**config.mk**
```make
export PLATFORM = sky130hd
export DESIGN_NAME = srsp_div
export DESIGN_NICKNAME = d
export VERILOG_FILES = /design/src/sv/srsp_pkg.sv /design/src/sv/srsp_div.sv
export SDC_FILE = /design/constraint.sdc
export NUM_CORES = 1
export LEC_CHECK = 0
export ABC_AREA = 1
export BUFFER_PORTS_ARGS = -buffer_cell sky130_fd_sc_hd__buf_2
export CORE_MARGIN = 4
export CORE_UTILIZATION = 50
export DETAILED_ROUTE_END_ITERATION = 10
export GPL_TIMING_DRIVEN = 0
export PLACE_DENSITY = 0.77
export SYNTH_ARGS = -nofsm -noshare
export SYNTH_HDL_FRONTEND = slang
export SYNTH_SLANG_ARGS = --single-unit
```
**constraint.sdc**
```tcl
create_clock -name clk -period 2.1 [get_ports clk]
set_input_delay 0.21 -clock clk [delete_from_list [all_inputs] [get_ports clk]]
set_output_delay 0.21 -clock clk [all_outputs]
set_load 0.05 [all_outputs]
```
**src/sv/srsp_pkg.sv**
```systemverilog
// Shared types, states and constants of the stranded region signal profile unit.
package srsp_pkg;

  // One input item as it arrives on the input channel.
  typedef struct packed {
    logic               mode;
    logic [2:0]         set_index;
    logic [30:0]        region_start;
    logic [30:0]        region_end;
    logic               region_minus;
    logic [30:0]        signal_start;
    logic [30:0]        signal_end;
    logic signed [31:0] signal_value;
    logic [11:0]        bin_index;
  } in_item_t;

  // One result item as it leaves on the result channel.
  typedef struct packed {
    logic signed [31:0] average;
    logic               has_data;
    logic [23:0]        hit_count;
  } out_item_t;

  localparam int SUM_W   = 56;
  localparam int COUNT_W = 24;
  localparam int CFG_W   = 13;
  localparam int QUO_CNT_W = 6;

  // One entry of the bin store: running sum and hit count.
  typedef struct packed {
    logic signed [SUM_W-1:0] sum;
    logic [COUNT_W-1:0]      count;
  } entry_t;

  localparam logic MODE_ACC  = 1'b0;
  localparam logic MODE_READ = 1'b1;

  localparam int REG_BINS_IN_USE = 0;
  localparam logic [CFG_W-1:0] BINS_RESET = 13'd4096;

  localparam logic [COUNT_W-1:0] COUNT_MAX = {COUNT_W{1'b1}};

  // Control sequencer states.
  typedef enum logic [2:0] {
    ST_IDLE,
    ST_ACC_SETUP,
    ST_ACC_RD,
    ST_ACC_WR,
    ST_RD_MEM,
    ST_RD_DATA,
    ST_DIV,
    ST_DONE
  } fsm_t;

endpackage

```
**src/sv/srsp_div.sv**
```systemverilog
// Restoring divider: unsigned sum magnitude by hit count, one quotient bit per cycle.
module srsp_div (
  input  logic                          clk,
  input  logic                          rst_n,
  input  logic                          start,
  input  logic [srsp_pkg::SUM_W-1:0]    dividend,
  input  logic [srsp_pkg::COUNT_W-1:0]  divisor,
  output logic                          done,
  output logic [srsp_pkg::SUM_W-1:0]    quotient
);

  logic                                busy_r, busy_nxt;
  logic                                done_r, done_nxt;
  logic [srsp_pkg::QUO_CNT_W-1:0]      cnt_r, cnt_nxt;
  logic [srsp_pkg::COUNT_W-1:0]        rem_r, rem_nxt;
  logic [srsp_pkg::SUM_W-1:0]          quo_r, quo_nxt;
  logic [srsp_pkg::COUNT_W-1:0]        dvs_r, dvs_nxt;
  logic [srsp_pkg::COUNT_W:0]          rem_sh;
  logic [srsp_pkg::COUNT_W+1:0]        diff;

  // One shift and trial subtract per cycle; the quotient shifts in where the dividend leaves.
  always_comb begin
    busy_nxt = busy_r;
    done_nxt = 1'b0;
    cnt_nxt  = cnt_r;
    rem_nxt  = rem_r;
    quo_nxt  = quo_r;
    dvs_nxt  = dvs_r;
    rem_sh   = {rem_r, quo_r[srsp_pkg::SUM_W-1]};
    diff     = {1'b0, rem_sh} - {2'b00, dvs_r};
    if (start) begin
      busy_nxt = 1'b1;
      cnt_nxt  = '0;
      rem_nxt  = '0;
      quo_nxt  = dividend;
      dvs_nxt  = divisor;
    end else if (busy_r) begin
      if (!diff[srsp_pkg::COUNT_W+1]) begin
        rem_nxt = diff[srsp_pkg::COUNT_W-1:0];
        quo_nxt = {quo_r[srsp_pkg::SUM_W-2:0], 1'b1};
      end else begin
        rem_nxt = rem_sh[srsp_pkg::COUNT_W-1:0];
        quo_nxt = {quo_r[srsp_pkg::SUM_W-2:0], 1'b0};
      end
      cnt_nxt = cnt_r + 1'b1;
      if (32'(cnt_r) == srsp_pkg::SUM_W - 1) begin
        busy_nxt = 1'b0;
        done_nxt = 1'b1;
      end
    end
  end

  always_ff @(posedge clk) begin
    if (!rst_n) begin
      busy_r <= 1'b0;
      done_r <= 1'b0;
    end else begin
      busy_r <= busy_nxt;
      done_r <= done_nxt;
    end
  end

  always_ff @(posedge clk) begin
    cnt_r <= cnt_nxt;
    rem_r <= rem_nxt;
    quo_r <= quo_nxt;
    dvs_r <= dvs_nxt;
  end

  assign done     = done_r;
  assign quotient = quo_r;

endmodule

```
==> results.yml, run 1 <==
status:
  status: "finished clean"
power:
  leakage_nw: 4.19
  vdd_ir_drop_max_uv: 621
  power_density_mw_per_mm2: 664
route:
  drc: 0
  ant_nets: 0
  wl_per_cell_um: 14.1
  vias_per_cell: 4.90
  drtIter0Drc: 350
  wirelength_um: 16900
  dr.pass1.iters: 5
  vias: 5876
synth:
  yosysTopAreaCellShare_pct: 36.1
  avgSynthCellArea_um2: 7.70
  synth_area_mm2: 0.00666
  yosysSeqAreaShare_pct: 45.7
  synth_warnings: 0
  yosysUniqueCellTypes: 43
  syn_inst: 865
  synth_area_leader_cell: "edfxtp_1"
  syn_nets: 974
  synth_seq_cells: 112
  synth.area.top_cells: "edfxtp_1, nand2_1, dfxtp_1"
global_route:
  overflow: 0
  grt_max_degree: 32
  grt_pass1_vias: 5612
  track_usage_pct: 22.1
  grt_pass1_wl_um: 26200
  antenna_found_initial: 0
cells_and_area:
  layout_common_cells: "nand2_1, buf_2, inv_1"
  instances_no_fill: 1200
  area_growth_pct: 23.7
  num_antenna_cells: 0
  final_common_cell: "nand2_1"
  fin_nets: 1132
  drive_gt1_share_pct: 26.0
floorplanning:
  ioPinCount: 140
  initial_core_util_pct: 51.9
  dieArea_mm2: 0.0152
  core_mm2: 0.0128
  die_h_um: 123
  fp.dieW_um: 123
  rows: 41
setup_path:
  path_max_fanout: 10
  regToRegSetupSlack_ns: 0.12
  cp-start-kind: "flop"
  endpoint_kind: "flop"
  worstPathRequired_ns: 2.36
  reg2regPathDepth: 12
  reg2reg_to: "rem_r[19]"
  worstReg2RegStart: "dvs_r[8]"
  worstPathArrival_ns: 2.25
  cp-startpoint: "dvs_r[8]"
  crit_type: "reg -> reg"
  critical_path.endpoint: "rem_r[19]"
timing:
  finalCritPeriodShare_pct: 94.5
  hold_viol_final: 0
  max_freq_mhz: 504
  slew_viol_final: 0
  setup_viol: 0
  final.setup.tns_ns: 0
  skew_ns: 0.00700
  min_period_ns: 1.98
  setup_ws_ns: 0.115
  maxSlewHeadroom_pct: 54.5
  tightest_slew_ns: 0.681
cts:
  cts_tree: "done"
  htree_levels: 3
  root_buffer: "clkbuf_16"
  cts-buffers-inserted: 9
  worstSkewPairLatency_ns: 0.37
  clockBufferDepth: 2
  cts_num_sinks: 112
  cts.clk_slew.worst_paths_ns: 0.08
run:
  cap_viol_max_count: 0
placed_design:
  numPortBuffers: 139
  post-place-ws_ns: -0.848
  dp.cells: 1176
  hpwl_um: 12500
  gp_congestion: 0.982
min_path:
  hp-class: "in -> reg"
[area by class of cell]
| class | count | area, um^2 |
|---|---|---|
| plain buffers | 23 | 155 |
| clock buffers | 9 | 225 |
| clock inverters | 7 | 72.6 |
| fillers | 1179 | 4590 |
| inverters | 132 | 499 |
| multi-input cells | 598 | 3240 |
| flip-flops and latches | 112 | 3040 |
| well taps | 172 | 215 |
| repair buffers | 146 | 776 |
| repair inverters | 1 | 7.51 |
[cells by family (layout without fill, tap and decap cells)]
group / count (synthesis) / in the layout / synth area share (%)
flip-flops: 112 / 112 / 45.7
adder cells (fa/ha/maj): 26 / 26 / 5.00
AO/OA/AOI/OAI: 28 / 28 / 2.54
XOR/XNOR: 9 / 9 / 1.18
buffers and inverters: 155 / 318 / 9.62
AND/OR/NAND/NOR: 535 / 535 / 36.0
[Yosys cell counts (all sizes together)]
| library cell | count |
|---|---|
| dfxtp | 32 |
| nand3b | 21 |
| o211ai | 1 |
| nand2 | 410 |
| a21oi | 15 |
| and2 | 1 |
| buf | 8 |
| nor3b | 1 |
| o21ai | 7 |
| nor3 | 6 |
| fa | 1 |
| edfxtp | 80 |
| o21bai | 2 |
| a31oi | 2 |
| nand4 | 5 |
| xor2 | 1 |
| a22o | 1 |
| or2 | 1 |
| nor4 | 1 |
| clkinv | 1 |
| xnor2 | 8 |
| ha | 25 |
| nand3 | 56 |
| nor2 | 33 |
| clkbuf | 15 |
| inv | 131 |
[per-stage QoR]
stage | utilization [%] | hold WS, ns | power [W] | instance area [um^2]
after floorplan | - | 0.309 | 0.00343 | 6680
after global placement | 59.2 | 0.387 | 0.00372 | 7590
after detailed placement | 59.2 | 0.388 | 0.00374 | 7590
after CTS | 61.7 | 0.00531 | 0.00546 | 7910
after global routing | 64.2 | 0.00428 | 0.00568 | 8240
final | 64.2 | 0.0191 | 0.00547 | 8240
[registers in the layout (all words and copies together), names as in the netlist]
register / flops
done: 1
dvs_r: 24
rem_r: 24
quotient: 56
busy_r: 1
cnt_r: 6
[metal layers]
layer	wire length (um)	track usage, %	vias up
met5	0	0	-
met4	402	8.03	0
met3	1090	6.04	32
met2	8180	36.6	184
met1	7270	27.7	2647
li1	-	-	3013
[power breakdown]
group | total (W) | switching (W) | internal (W) | leakage [nW]
sequential | 0.00264 | 0.0000798 | 0.00256 | 1.07
clock | 0.00172 | 0.000878 | 0.000842 | 0.147
combinational | 0.00111 | 0.000805 | 0.000308 | 2.97
[worst max-delay path, cell delays in order (launching register included)]
cell	delay, ns
edfxtp_1	0.33
inv_1	0.05
ha_1	0.35
nand2_2	0.12
nor2_4	0.15
nand3_1	0.13
nand3b_4	0.15
nand2_8	0.09
nand2_4	0.14
buf_12	0.16
nand3_2	0.09
nand2_1	0.07
nand2_1	0.04
[worst min path at each step]
stage	from	end	depth (start not counted)
5_1_grt	divisor[6]	dvs_r[6]	1
2_1_floorplan	divisor[0]	dvs_r[0]	0
6_report	divisor[22]	dvs_r[22]	1
3_3_place_gp	divisor[2]	dvs_r[2]	1
3_5_place_dp	divisor[6]	dvs_r[6]	1
4_1_cts	divisor[6]	dvs_r[6]	1
[repair_timing]
item                       CTS  global route
setup endpoints to repair   72            66
gates cloned                 1             1
setup buffers                2             4
hold buffers                 0             0
gates resized for setup      3            47
pin swaps                    1             7
Power figures use the tool's default switching activity.
==> inputs of run 2 (changes only) <==
--- a/config.mk
+++ b/config.mk
@@ -7,11 +7,13 @@
 export LEC_CHECK = 0
 export ABC_AREA = 1
 export BUFFER_PORTS_ARGS = -buffer_cell sky130_fd_sc_hd__buf_2
+export CELL_PAD_IN_SITES_DETAIL_PLACEMENT = 1
+export CELL_PAD_IN_SITES_GLOBAL_PLACEMENT = 2
 export CORE_MARGIN = 4
-export CORE_UTILIZATION = 50
+export CORE_UTILIZATION = 28
 export DETAILED_ROUTE_END_ITERATION = 10
 export GPL_TIMING_DRIVEN = 0
-export PLACE_DENSITY = 0.77
+export PLACE_DENSITY_LB_ADDON = 0.1
 export SYNTH_ARGS = -nofsm -noshare
 export SYNTH_HDL_FRONTEND = slang
 export SYNTH_SLANG_ARGS = --single-unit
==> run 2 against run 1 <==
Cell count is 13% higher. Non-clock buffer count is 9 higher. Sequential power about the same. Via count down 0.54%. Total power rose by 3.2%. Combinational power grew 5%. Final area up 5.3%. Clock power increased by 7%. Die area increased by 73%. Count of clock-buffer cells in the layout unchanged. Global-route usage is 6.3 points lower.
==> results.yml, run 2 (synthesized netlist as in run 1, its figures left out) <==
status:
  status: "finished clean"
placed_design:
  hpwl_um: 15800
  gp_congestion: 0.784
  numPortBuffers: 139
  dpl_cell_area_mm2: 0.00779
  post-place-ws_ns: -0.638
  dp.cells: 1324
floorplanning:
  initial_core_util_pct: 28.5
  ioPinCount: 140
  fp.dieW_um: 162
  dieArea_mm2: 0.0263
  rows: 56
  die_h_um: 162
  core_mm2: 0.0234
global_route:
  grt_pass1_wl_um: 32800
  antenna_found_initial: 5
  grt_pass1_vias: 6116
  overflow: 0
  grt_max_degree: 36
  track_usage_pct: 15.7
cells_and_area:
  area_growth_pct: 30.2
  final_cell_area_mm2: 0.00867
  largest_reg_flops: 56
  final_common_cell: "nand2_1"
  drive_gt1_share_pct: 29.0
  fin_nets: 1141
  instances_no_fill: 1357
  layout_common_cells: "nand2_1, buf_2, inv_1"
setup_path:
  cp-start-kind: "flop"
  regToRegSetupSlack_ns: 0.14
  reg2regPathDepth: 15
  path_max_fanout: 10
  endpoint_kind: "flop"
  worstPathRequired_ns: 2.41
  crit_type: "reg -> reg"
  worstPathArrival_ns: 2.27
cts:
  cts.clk_slew.worst_paths_ns: 0.09
  ctsHoldBuffers: 0
  clockBufferDepth: 2
  cts_num_sinks: 112
  htree_levels: 3
  root_buffer: "clkbuf_16"
  cts_tree: "done"
  worstSkewPairLatency_ns: 0.36
  cts-buffers-inserted: 9
timing:
  setup_ws_ns: 0.138
  slew_viol_final: 0
  rsz0062_at_grt: "yes"
  holdWs_ns: 0.0204
  min_period_ns: 1.96
  max_freq_mhz: 510
  finalCritPeriodShare_pct: 93.4
  tightest_slew_ns: 0.643
  hold_viol_final: 0
  maxSlewHeadroom_pct: 56.9
  skew_ns: 0.0121
  setup_viol: 0
route:
  drtIter0Drc: 187
  wl_per_cell_um: 15.5
  vias: 5844
  dr.pass1.iters: 4
  wirelength_um: 21100
  drc: 0
  ant_nets: 0
  vias_per_cell: 4.31
power:
  leakage_nw: 4.27
  vdd_ir_drop_max_uv: 426
  power_density_mw_per_mm2: 651
  power_w: 0.00565
min_path:
  whs_path_depth: 1
  hp-class: "in -> reg"
run:
  cap_viol_max_count: 0
run 2: cell count changes in the layout (fill, tap and decap cells not counted), sizes merged:
cell / change
clkinv: -1
clkinvlp: +1
clkbuf: +1
buf: +8
diode: +1
run 2: critical path, stage by stage, from the launching register on:
cell and delay, ns:
edfxtp_1 0.40, inv_2 0.09, ha_4 0.22, nand2_1 0.09, nand2_2 0.08, inv_2 0.06
nand2_2 0.05, nand2_2 0.06, nand2_2 0.08, a21oi_4 0.16, buf_6 0.17, nand2_8 0.10
buf_12 0.16, nand2_2 0.08, nand3_2 0.06, nand2_2 0.05
run 2: layer usage:
| metal | track usage [%] | vias to the layer above | part of all wire, % |
|---|---|---|---|
| met3 | 5.48 | 21 | 6.3 |
| li1 | - | 3026 | - |
| met2 | 25.8 | 108 | 47 |
| met1 | 20.5 | 2679 | 46 |
| met5 | 0 | - | 0.26 |
| met4 | 2.69 | 10 | 0.86 |
run 2: worst paths after layout:
check	start	endpoint
setup / recovery	dvs_r[12]	rem_r[12]
hold / removal	divisor[5]	dvs_r[5]
setup reg to reg	dvs_r[12]	rem_r[12]
hold reg to reg	cnt_r[5]	cnt_r[5]
run 2: area by class of cell:
class / instances / area (um^2)
clock buffer: 9 / 225
buffer: 22 / 168
sequential: 112 / 3040
multi-input combinational: 598 / 3340
timing repair buffer: 156 / 911
antenna: 1 / 2.50
tap: 319 / 399
fill: 2933 / 14700
inverter: 132 / 499
timing repair inverter: 1 / 5.00
clock inverter: 7 / 80.1
run 2: repair_timing:
| action | in CTS | in global routing |
|---|---|---|
| gates resized for setup | 21 | 67 |
| pin swaps | 2 | 12 |
| setup endpoints to repair | 68 | 57 |
| cloned | 0 | 4 |
| buffers inserted | 3 | 10 |
run 2: report_power, final:
group          switching, W  internal (W)
logic              0.000834      0.000331
clock network      0.000984      0.000860
registers         0.0000816       0.00256
total               0.00190       0.00375
run 2: per-stage QoR:
step | util [%] | setup TNS, ns
6_report | 37.1 | 0
4_1_cts | 35.2 | 0
2_1_floorplan | - | 0
3_5_place_dp | 33.3 | -49.48
3_3_place_gp | 33.2 | -83.94
5_1_grt | 37.0 | -0.0271
